`config.mk`:
```
export PLATFORM = sky130hd
export DESIGN_NAME = rv32eu_regfile
export DESIGN_NICKNAME = d
export VERILOG_FILES = /design/src/rtl/rv32_execute_unit_assert.svh /design/src/rtl/rv32eu_pkg.sv /design/src/rtl/rv32eu_regfile.sv
export SDC_FILE = /design/constraint.sdc
export NUM_CORES = 2
export LEC_CHECK = 0
export BUFFER_PORTS_ARGS = -buffer_cell sky130_fd_sc_hd__buf_2
export CAP_MARGIN = 10
export CORE_MARGIN = 8
export CORE_UTILIZATION = 63
export DETAILED_ROUTE_END_ITERATION = 10
export PLACE_DENSITY = 0.8
export REMOVE_ABC_BUFFERS = 1
export SKIP_CTS_REPAIR_TIMING = 1
export SLEW_MARGIN = 15
export SYNTH_ARGS = -nofsm -noshare
export SYNTH_HDL_FRONTEND = slang
export SYNTH_SLANG_ARGS = --single-unit
export TNS_END_PERCENT = 1
```
`constraint.sdc`:
```
create_clock -name clk -period 7.3 [get_ports clk]
set_input_delay 1.095 -clock clk [delete_from_list [all_inputs] [get_ports clk]]
set_output_delay 1.095 -clock clk [all_outputs]
set_load 0.02 [all_outputs]
```
`src/rtl/rv32_execute_unit_assert.svh`:
```
// Assertion macros for the execute unit.
`ifndef RV32_EXECUTE_UNIT_ASSERT_SVH
`define RV32_EXECUTE_UNIT_ASSERT_SVH
`ifndef NO_ASSERTIONS
`define RV32EU_ASSERT(lbl, prop, msg) \
  lbl: assert property (@(posedge clk) disable iff (!rst_n) prop) else $error(msg);
`define RV32EU_ASSERT_NEXT(lbl, ante, cons, msg) \
  lbl: assert property (@(posedge clk) disable iff (!rst_n) (ante) |=> (cons)) else $error(msg);
`else
`define RV32EU_ASSERT(lbl, prop, msg)
`define RV32EU_ASSERT_NEXT(lbl, ante, cons, msg)
`endif
`endif

```
`src/rtl/rv32eu_pkg.sv`:
```
// Shared constants, opcodes and types of the execute unit.
package rv32eu_pkg;

  localparam int XLEN        = 32;
  localparam int MEM_AW      = 12;
  localparam int MEM_WORDS   = 1 << MEM_AW;
  localparam int CSR_AW      = 12;
  localparam int CSR_ENTRIES = 1 << CSR_AW;

  typedef logic [XLEN-1:0] word_t;

  localparam logic [5:0] OP_ADD    = 6'd0;
  localparam logic [5:0] OP_SUB    = 6'd1;
  localparam logic [5:0] OP_MUL    = 6'd2;
  localparam logic [5:0] OP_DIV    = 6'd3;
  localparam logic [5:0] OP_LW     = 6'd4;
  localparam logic [5:0] OP_SW     = 6'd5;
  localparam logic [5:0] OP_JAL    = 6'd6;
  localparam logic [5:0] OP_JALR   = 6'd7;
  localparam logic [5:0] OP_ECALL  = 6'd8;
  localparam logic [5:0] OP_ADDI   = 6'd9;
  localparam logic [5:0] OP_ANDI   = 6'd10;
  localparam logic [5:0] OP_ORI    = 6'd11;
  localparam logic [5:0] OP_SLTI   = 6'd12;
  localparam logic [5:0] OP_XORI   = 6'd13;
  localparam logic [5:0] OP_SLTIU  = 6'd14;
  localparam logic [5:0] OP_LUI    = 6'd15;
  localparam logic [5:0] OP_AUIPC  = 6'd16;
  localparam logic [5:0] OP_SLLI   = 6'd17;
  localparam logic [5:0] OP_SRLI   = 6'd18;
  localparam logic [5:0] OP_SRAI   = 6'd19;
  localparam logic [5:0] OP_SLL    = 6'd20;
  localparam logic [5:0] OP_SRL    = 6'd21;
  localparam logic [5:0] OP_SRA    = 6'd22;
  localparam logic [5:0] OP_BEQ    = 6'd23;
  localparam logic [5:0] OP_BNE    = 6'd24;
  localparam logic [5:0] OP_BLT    = 6'd25;
  localparam logic [5:0] OP_BLTU   = 6'd26;
  localparam logic [5:0] OP_BGEU   = 6'd27;
  localparam logic [5:0] OP_BGE    = 6'd28;
  localparam logic [5:0] OP_XOR    = 6'd29;
  localparam logic [5:0] OP_CSRRW  = 6'd30;
  localparam logic [5:0] OP_CSRRS  = 6'd31;
  localparam logic [5:0] OP_CSRRC  = 6'd32;
  localparam logic [5:0] OP_CSRRWI = 6'd33;
  localparam logic [5:0] OP_CSRRSI = 6'd34;
  localparam logic [5:0] OP_CSRRCI = 6'd35;

  localparam logic [1:0] ST_OK    = 2'd0;
  localparam logic [1:0] ST_DIV0  = 2'd1;
  localparam logic [1:0] ST_UNIMP = 2'd2;

  typedef struct packed {
    logic              rd_en;
    logic              wr_en;
    logic [CSR_AW-1:0] addr;
    word_t             wdata;
  } csr_req_t;

  typedef struct packed {
    logic  start;
    word_t dividend;
    word_t divisor;
  } div_req_t;

endpackage

```
`src/rtl/rv32eu_regfile.sv`:
```
// Register file with two registered read ports; x0 and unwritten entries read zero.
module rv32eu_regfile (
  input  logic                clk,
  input  logic                rst_n,
  input  logic                rd_en,
  input  logic [4:0]          raddr_a,
  input  logic [4:0]          raddr_b,
  input  logic                we,
  input  logic [4:0]          waddr,
  input  rv32eu_pkg::word_t   wdata,
  output rv32eu_pkg::word_t   rdata_a,
  output rv32eu_pkg::word_t   rdata_b
);

  rv32eu_pkg::word_t mem_r [32];
  logic [31:0]       valid_r;
  rv32eu_pkg::word_t rdata_a_r;
  rv32eu_pkg::word_t rdata_b_r;

  always_ff @(posedge clk) begin
    if (!rst_n) begin
      valid_r <= '0;
    end else if (we && waddr != 5'd0) begin
      valid_r[waddr] <= 1'b1;
    end
  end

  always_ff @(posedge clk) begin
    if (we) begin
      mem_r[waddr] <= wdata;
    end
    if (rd_en) begin
      rdata_a_r <= valid_r[raddr_a] ? mem_r[raddr_a] : '0;
      rdata_b_r <= valid_r[raddr_b] ? mem_r[raddr_b] : '0;
    end
  end

  assign rdata_a = rdata_a_r;
  assign rdata_b = rdata_b_r;

endmodule

```
==> impl_metrics.yaml <==
final_layout:
  layout-drive-gt1-share: 0.214
  final_cell_mix: "1088 x edfxtp_1, 520 x mux2i_1, 268 x mux4_2"
  finalNetCount: 3142
  layout_commonest_cell: "edfxtp_1"
  final_area_um2: 57000
  fillers: 4982
  fin_util: 0.698
  syn2layout_area_growth_pct: 10.3
clock_tree:
  clk_pin_slew_ns: 0.06
  cts_tree: "built"
  htree_levels: 3
  cts_root_buf: "clkbuf_16"
  cts_buffer_depth: 3
  cts.sinks: 1120
  clk_latency_ns: 0.70
  cts_buffers: 111
placement:
  place_area_um2: 53100
  gp_congestion: 0.848
  numPortBuffers: 114
  dpl.hpwl_mm: 84.0
  pre_cts_ws_ns: 2.65
detailed_routing:
  vias: 33269
  via_per_inst: 7.80
  first_pass_iters: 7
  routedWlPerCell_um: 36.9
  ant_nets: 0
  drt_iter0_drc: 5320
  route.detailed.drc: 0
  routed_wl_mm: 157
die:
  io_pins: 115
  dieArea_um2: 91400
  fp.dieH_um: 302
  initial_utilization: 0.632
  fp.coreArea_um2: 81700
  rows: 105
  die_w_um: 302
yosys:
  synth_seq_cells: 1120
  synthCells: 3043
  synth_area_per_cell_um2: 17.0
  synth_cell_type_count: 35
  ys_warn_count: 0
  syn_area_um2: 51700
  ys_seq_area_frac: 0.645
global_routing:
  grt_overflow: 0
  grt_pass1_vias: 34406
  antenna_found_initial: 7
  grt_pass1_wl_mm: 226
  grt_usage: 0.341
  grt_max_degree: 102
setup_path:
  cp_cell_sequence: "buf_8 > mux4_2 > mux2_2 > nand3_1 > nand4_1 > buf_4 > and3_1"
  critPathArrivalTime_ns: 4.43
  slowest_stage: "nand4_1"
  path_class: "input port to register"
  startpoint_type: "input port"
  timing.rr.start: "valid_r[27]$_SDFFE_PN0P_"
  critPathRequiredTime_ns: 7.73
  rrSetupSlack_ns: 4.12
  crit_family: "buffers and inverters"
  critPathMaxFanout: 70
  critPathCaptureType: "register"
  worstReg2RegEnd: "rdata_a[25]$_SDFFCE_PN0P_"
  worstSetupStartpoint: "raddr_a[0]"
  critPathMaxStageDelay_ns: 0.81
  crit_buf_inv: 2
  reg2regPathDepth: 6
power:
  ir_drop_mv: 0.195
  p_per_area_nw_per_um2: 256
  leakagePower_uw: 0.0194
sta:
  fin_crit_ns: 3.99
  hold_ws_ns: 0.491
  fin_ws_ns: 3.31
  setup_viol: 0
  post-route-period-util: 0.547
  fin_skew_ns: 0.0255
  drv_slew: 0
  rsz0062_at_grt: "false"
  worst_pin_slew_ns: 1.22
  fmax_mhz: 251
  tns_ns: 0
  relSlewSlack: 0.186
  hold_violations: 0
worst_hold_path:
  hold_start: "valid_r[15]$_SDFFE_PN0P_"
  min_path_type: "register to register"
  worstHoldPathCells: 1
  whs_endpoint: "valid_r[15]$_SDFFE_PN0P_"
job:
  maxCapViolCount: 0
outcome:
  status: "finished, final reports clean"
## final cells by class
type,count,area [um^2],area share
flip-flops and latches,1120,33300,0.584
diodes,4,10.0,0.000176
clock buffers,130,2930,0.0515
inverters,4,17.5,0.000307
multi-input cells,1667,17200,0.301
clock inverters,81,1010,0.0178
repair buffers,187,1220,0.0214
well taps,1070,1340,0.0235
## sequential cells by signal (all words and copies together), names as in the netlist
signal and cells:
mem_r 1024, rdata_a 32, rdata_b 32, valid_r 32
## worst max path at each step
stage | to | slack [ns] | cells after the start
after global routing | rdata_a[7]$_SDFFCE_PN0P_ | 3.22 | 7
after global placement | rdata_a[7]$_SDFFCE_PN0P_ | 2.71 | 7
after CTS | rdata_a[7]$_SDFFCE_PN0P_ | 3.37 | 7
after detailed placement | rdata_a[7]$_SDFFCE_PN0P_ | 2.65 | 7
after floorplan | rdata_a[0]$_SDFFCE_PN0P_ | 1.91 | 5
final | rdata_a[25]$_SDFFCE_PN0P_ | 3.31 | 7
## layer usage
metal | vias up | wire length, um | share of wire | track usage
met3 | 674 | 24100 | 0.15 | 0.0991
met2 | 3087 | 71500 | 0.45 | 0.526
met5 | - | 9 | 0.000057 | 0
met1 | 16546 | 52400 | 0.33 | 0.443
met4 | 2 | 9390 | 0.060 | 0.180
li1 | 12960 | - | - | -
## power by group
group          internal [uW]  switching, uW
clock                   3720           2490
sequential              7150           46.9
combinational            406            766
## cell families (layout without fill, tap and decap cells)
logic type	count (synthesis)	in the layout	share of synthesized area
AOI/OAI and AO/OA	551	551	0.0770
and+or+nand+nor	324	324	0.0313
other	0	4	0
DFF	1120	1120	0.645
muxes	792	792	0.218
buffers and inverters	256	402	0.0287
## stage by stage
stage,instances,total power (uW)
6_report,4263,14600
5_1_grt,4261,14900
4_1_cts,4259,14500
3_5_place_dp,4048,8460
3_3_place_gp,4048,8420
2_1_floorplan,2791,7870
## Yosys cell counts (all sizes together)
master     n  area share
a311oi     4     0.00068
nand3     70      0.0068
and3      64      0.0077
inv        4     0.00029
and2       3     0.00036
dfxtp     32       0.012
nand3b     7      0.0010
o21ai    128       0.012
a22oi     64      0.0093
mux2i    520        0.10
and2b      1     0.00015
or3b       3     0.00051
nor2b      3     0.00036
a21oi     64      0.0062
mux4     268        0.12
buf      138       0.020
edfxtp  1088        0.63
a221oi   256       0.043
o211ai     4     0.00058
mux2       4     0.00087
o21a      31      0.0045
clkbuf   114      0.0085
or3        1     0.00012
nor3      64      0.0062
nand4      2     0.00024
nand2b     2     0.00024
nand2      3     0.00022
nor2     101      0.0073
Note: power is estimated with default switching activity, not from simulation.
