$ cat config.mk
export PLATFORM = sky130hd
export DESIGN_NAME = rv32eu_divider
export DESIGN_NICKNAME = d
export VERILOG_FILES = /design/src/rtl/rv32_execute_unit_assert.svh /design/src/rtl/rv32eu_pkg.sv /design/src/rtl/rv32eu_divider.sv
export SDC_FILE = /design/constraint.sdc
export NUM_CORES = 1
export LEC_CHECK = 0
export ABC_AREA = 1
export CAP_MARGIN = 5
export CORE_AREA = 8 8 141 143
export DETAILED_ROUTE_END_ITERATION = 16
export DIE_AREA = 0 0 149 151
export DONT_BUFFER_PORTS = 1
export PLACE_DENSITY = 0.6
export SYNTH_ARGS = -nofsm -noshare
export SYNTH_HDL_FRONTEND = slang
export SYNTH_SLANG_ARGS = --single-unit
$ cat constraint.sdc
create_clock -name clk -period 4.2 [get_ports clk]
set_input_delay 0.21 -clock clk [delete_from_list [all_inputs] [get_ports clk]]
set_output_delay 0.21 -clock clk [all_outputs]
set_load 0.01 [all_outputs]
$ cat src/rtl/rv32_execute_unit_assert.svh
// Assertion macros for the execute unit.
`ifndef RV32_EXECUTE_UNIT_ASSERT_SVH
`define RV32_EXECUTE_UNIT_ASSERT_SVH
`ifndef NO_ASSERTIONS
`define RV32EU_ASSERT(lbl, prop, msg) \
  lbl: assert property (@(posedge clk) disable iff (!rst_n) prop) else $error(msg);
`define RV32EU_ASSERT_NEXT(lbl, ante, cons, msg) \
  lbl: assert property (@(posedge clk) disable iff (!rst_n) (ante) |=> (cons)) else $error(msg);
`else
`define RV32EU_ASSERT(lbl, prop, msg)
`define RV32EU_ASSERT_NEXT(lbl, ante, cons, msg)
`endif
`endif

$ cat src/rtl/rv32eu_pkg.sv
// Shared constants, opcodes and types of the execute unit.
package rv32eu_pkg;

  localparam int XLEN        = 32;
  localparam int MEM_AW      = 12;
  localparam int MEM_WORDS   = 1 << MEM_AW;
  localparam int CSR_AW      = 12;
  localparam int CSR_ENTRIES = 1 << CSR_AW;

  typedef logic [XLEN-1:0] word_t;

  localparam logic [5:0] OP_ADD    = 6'd0;
  localparam logic [5:0] OP_SUB    = 6'd1;
  localparam logic [5:0] OP_MUL    = 6'd2;
  localparam logic [5:0] OP_DIV    = 6'd3;
  localparam logic [5:0] OP_LW     = 6'd4;
  localparam logic [5:0] OP_SW     = 6'd5;
  localparam logic [5:0] OP_JAL    = 6'd6;
  localparam logic [5:0] OP_JALR   = 6'd7;
  localparam logic [5:0] OP_ECALL  = 6'd8;
  localparam logic [5:0] OP_ADDI   = 6'd9;
  localparam logic [5:0] OP_ANDI   = 6'd10;
  localparam logic [5:0] OP_ORI    = 6'd11;
  localparam logic [5:0] OP_SLTI   = 6'd12;
  localparam logic [5:0] OP_XORI   = 6'd13;
  localparam logic [5:0] OP_SLTIU  = 6'd14;
  localparam logic [5:0] OP_LUI    = 6'd15;
  localparam logic [5:0] OP_AUIPC  = 6'd16;
  localparam logic [5:0] OP_SLLI   = 6'd17;
  localparam logic [5:0] OP_SRLI   = 6'd18;
  localparam logic [5:0] OP_SRAI   = 6'd19;
  localparam logic [5:0] OP_SLL    = 6'd20;
  localparam logic [5:0] OP_SRL    = 6'd21;
  localparam logic [5:0] OP_SRA    = 6'd22;
  localparam logic [5:0] OP_BEQ    = 6'd23;
  localparam logic [5:0] OP_BNE    = 6'd24;
  localparam logic [5:0] OP_BLT    = 6'd25;
  localparam logic [5:0] OP_BLTU   = 6'd26;
  localparam logic [5:0] OP_BGEU   = 6'd27;
  localparam logic [5:0] OP_BGE    = 6'd28;
  localparam logic [5:0] OP_XOR    = 6'd29;
  localparam logic [5:0] OP_CSRRW  = 6'd30;
  localparam logic [5:0] OP_CSRRS  = 6'd31;
  localparam logic [5:0] OP_CSRRC  = 6'd32;
  localparam logic [5:0] OP_CSRRWI = 6'd33;
  localparam logic [5:0] OP_CSRRSI = 6'd34;
  localparam logic [5:0] OP_CSRRCI = 6'd35;

  localparam logic [1:0] ST_OK    = 2'd0;
  localparam logic [1:0] ST_DIV0  = 2'd1;
  localparam logic [1:0] ST_UNIMP = 2'd2;

  typedef struct packed {
    logic              rd_en;
    logic              wr_en;
    logic [CSR_AW-1:0] addr;
    word_t             wdata;
  } csr_req_t;

  typedef struct packed {
    logic  start;
    word_t dividend;
    word_t divisor;
  } div_req_t;

endpackage

$ cat src/rtl/rv32eu_divider.sv
// Iterative restoring divider on unsigned magnitudes, one quotient bit per cycle.
module rv32eu_divider (
  input  logic                 clk,
  input  logic                 rst_n,
  input  rv32eu_pkg::div_req_t req,
  output logic                 done,
  output rv32eu_pkg::word_t    quotient
);

  rv32eu_pkg::word_t q_r;
  rv32eu_pkg::word_t rem_r;
  rv32eu_pkg::word_t dvs_r;
  logic [5:0]        cnt_r;
  logic [33:0]       trial;

  assign trial = {1'b0, rem_r, q_r[31]} - {2'b00, dvs_r};

  always_ff @(posedge clk) begin
    if (!rst_n) begin
      cnt_r <= '0;
    end else if (req.start) begin
      cnt_r <= 6'd32;
    end else if (cnt_r != 6'd0) begin
      cnt_r <= cnt_r - 6'd1;
    end
  end

  always_ff @(posedge clk) begin
    if (req.start) begin
      q_r   <= req.dividend;
      rem_r <= '0;
      dvs_r <= req.divisor;
    end else if (cnt_r != 6'd0) begin
      if (!trial[33]) begin
        rem_r <= trial[31:0];
        q_r   <= {q_r[30:0], 1'b1};
      end else begin
        rem_r <= {rem_r[30:0], q_r[31]};
        q_r   <= {q_r[30:0], 1'b0};
      end
    end
  end

  assign done     = (cnt_r == 6'd1);
  assign quotient = q_r;

endmodule

==> qor.csv <==
stage;metric;value;unit
status;outcome;completed;
placement;place.gp.congestion;0.929;
placement;hpwlAfterDp;13100;um
worst_setup_path;critPathRequiredTime;4.46;ns
floorplanning;dieArea;0.0225;sq mm
sta;slew_headroom;27.1;%
power;power;0.00263;W
layout;final_layout_size_suffix_gt1_share;6.71;%
worst_setup_path;rrSetupSlack;1.62;ns
logic_synthesis;syn-cell-area;0.00695;sq mm
layout;final_util;44.0;%
floorplanning;core_area;0.0177;sq mm
sta;finalClockSkew;0.0153;ns
drt;avgViaCountPerCell;4.68;
cts;htreeDepth;3;
sta;min_period_over_period;61.5;%
floorplanning;die_height;151;um
logic_synthesis;yosys_warnings;0;
power;p_leak;4.11;nW
layout;nets;1111;
sta;drv_slew;0;
sta;rsz0062_at_grt;false;
sta;achievable-frequency;0.387;GHz
drt;ant_nets;0;
sta;tightest_slew;1.09;ns
drt;initialDrtViolationCount;368;
cts;clockBufferDepth;2;
cts;path_clk_slew;0.08;ns
floorplanning;io_pins;100;
global_route;grt_pass1_vias;5799;
sta;finalSetupViolCount;0;
global_route;antenna_found_initial;0;
logic_synthesis;synthCells;982;
min_path;min_to;cnt_r[5];
global_route;grt_pass1_wl;28700;um
floorplanning;initial_core_util;39.4;%
sta;period_minus_slack;2.58;ns
sta;final.setup.tns;0;ns
layout;layout_common_cells;nand2_1, inv_1, nand3_1;
worst_setup_path;startpoint;quotient[31];
global_route;grt_max_degree;37;
placement;io_buffers;0;
worst_setup_path;worst_r2r_path_depth;16;
cts;cts_sinks;102;
power;irDropWorstVdd;0.233;mV
cts;cts_root_buf;clkbuf_16;
logic_synthesis;seq_area_frac_synth;38.6;%
worst_setup_path;reg2reg_from;quotient[31];
cts;insertion_delay;0.37;ns
drt;post_drt_wl_per_cell;13.9;um
logic_synthesis;synth.avg_cell_area;7.08;sq um
power;powerDensity;339;mW/mm^2
global_route;grt.overflow.total;0;
cts;cts_buffers;9;
layout;layout_commonest_cell;nand2_1;
drt;drc;0;
logic_synthesis;yosys_register_bits;102;
floorplanning;num_rows;49;
cts;cts_tree;yes;
worst_setup_path;critPathLaunchType;register;
floorplanning;die_w;149;um
sta;final_hold_viol_count;0;
worst_setup_path;worst-path-max-fanout;4;
worst_setup_path;path_class;register to register;
logic_synthesis;synth_cell_types;39;
worst_setup_path;timing.rr.end;rem_r[28];
min_path;hold_class;input pin to register;
global_route;track_usage;15.9;%
worst_setup_path;crit_path_end_kind;register;
layout;diodes;0;
cts;cts_setup_buffers;0;
flow_run;drv_cap;0;
min_path;worstHoldPathCells;2;
drt;dr.pass1.iters;6;
logic_synthesis;syn-num-nets;1084;
drt;wirelength;17300;um
worst_setup_path;crit_arrival;2.84;ns
min_path;hp-start;req[64];
drt;vias;5823;
layout;synthToLayoutAreaGrowth;11.7;%
[through the flow]
step,instances,instance area (sq um),setup slack [ns],hold slack (ns)
after floorplan,982,6950,1.62,0.309
after global placement,1193,7100,1.60,0.309
after detailed placement,1193,7100,1.59,0.309
after CTS,1243,7760,1.58,0.00214
after global routing,1243,7760,1.35,0.00279
final,1243,7760,1.62,0.0182
[cells in the mapped netlist]
| master | count | share of area, % |
|---|---|---|
| and3_1 | 1 | 0.090 |
| a21oi_1 | 20 | 1.4 |
| buf_4 | 2 | 0.22 |
| buf_12 | 2 | 0.58 |
| clkinv_1 | 1 | 0.054 |
| nor3_1 | 4 | 0.29 |
| nand3_1 | 68 | 4.9 |
| nand3b_1 | 15 | 1.6 |
| inv_1 | 177 | 9.6 |
| dfxtp_1 | 38 | 11 |
| fa_1 | 1 | 0.29 |
| edfxtp_1 | 64 | 28 |
| nor2_2 | 3 | 0.27 |
| and2_1 | 4 | 0.36 |
| buf_2 | 5 | 0.36 |
| a21oi_4 | 1 | 0.23 |
| o31ai_1 | 1 | 0.11 |
| nand2_2 | 13 | 1.2 |
| nand3_2 | 14 | 2.0 |
| o21ai_0 | 5 | 0.36 |
| nor2_4 | 3 | 0.49 |
| o21bai_1 | 3 | 0.32 |
| nor2_8 | 1 | 0.29 |
| o21ai_1 | 11 | 0.79 |
| ha_1 | 34 | 6.1 |
| nor2_1 | 44 | 2.4 |
| xnor2_1 | 15 | 1.9 |
| or2_2 | 1 | 0.090 |
| nand4_1 | 10 | 0.90 |
| nand2_8 | 1 | 0.29 |
| buf_6 | 5 | 0.81 |
| nand2_1 | 394 | 21 |
| inv_2 | 4 | 0.22 |
| a21oi_2 | 2 | 0.25 |
| clkbuf_1 | 8 | 0.43 |
| nand2_4 | 3 | 0.49 |
| xor2_1 | 1 | 0.13 |
| nor3_2 | 1 | 0.14 |
| a31oi_1 | 2 | 0.18 |
[worst max-delay path, cell delays in order (launching register included)]
cell and delay [ns]:
edfxtp_1 0.45, inv_1 0.11, ha_1 0.14, inv_1 0.09, fa_1 0.44, nand3_1 0.11
nand3_1 0.18, nand2_1 0.11, nand2_1 0.16, nand2_1 0.10, nand2_1 0.11, nand2_1 0.13
nand2_1 0.06, nand2_1 0.06, nand3_1 0.08, nand2_1 0.10, nand2_1 0.05
[final cells by class]
class                      instances  area [sq um]
fill                            1842          9890
clock inverter                     7          87.6
tap                              229           287
sequential                       102          2680
inverter                         182           683
timing repair buffer              38           380
multi-input combinational        676          3420
clock buffer                       9           225
[flip-flops by register name, indices dropped and copies added, names as in the netlist]
register	flops
dvs_r	32
cnt_r	6
quotient	32
rem_r	32
[how the worst max path moves through the flow]
stage and end:
3_3_place_gp rem_r[28], 6_report rem_r[28], 3_5_place_dp rem_r[28], 4_1_cts rem_r[28], 2_1_floorplan quotient[0], 5_1_grt rem_r[28]
[what timing repair did]
action,in CTS,in global routing
hold endpoints to repair,65,0
hold buffers,34,0
resized for setup,0,0
[per-layer routing]
metal	vias up	wire [um]	track usage [%]
met5	-	0	0
met4	0	349	5.55
met3	20	926	4.15
met2	117	7940	26.4
met1	2592	8070	19.5
li1	3094	-	-
[kinds of logic (layout without fill, tap and decap cells)]
group,Yosys count,after routing,synth area share [%]
xor gates and xnor gates,16,16,2.02
and+or+nand+nor,580,580,37.1
DFF,102,102,38.6
adders and majority gates,35,35,6.41
AOI/OAI and AO/OA,45,45,3.69
buffers and inverters,204,236,12.2
[power breakdown]
part	internal [W]	total (W)	switching, W
Combinational	0.000152	0.000441	0.000290
Clock	0.000427	0.000870	0.000443
Sequential	0.00121	0.00132	0.000114
Note: power is estimated with default switching activity, not from simulation.
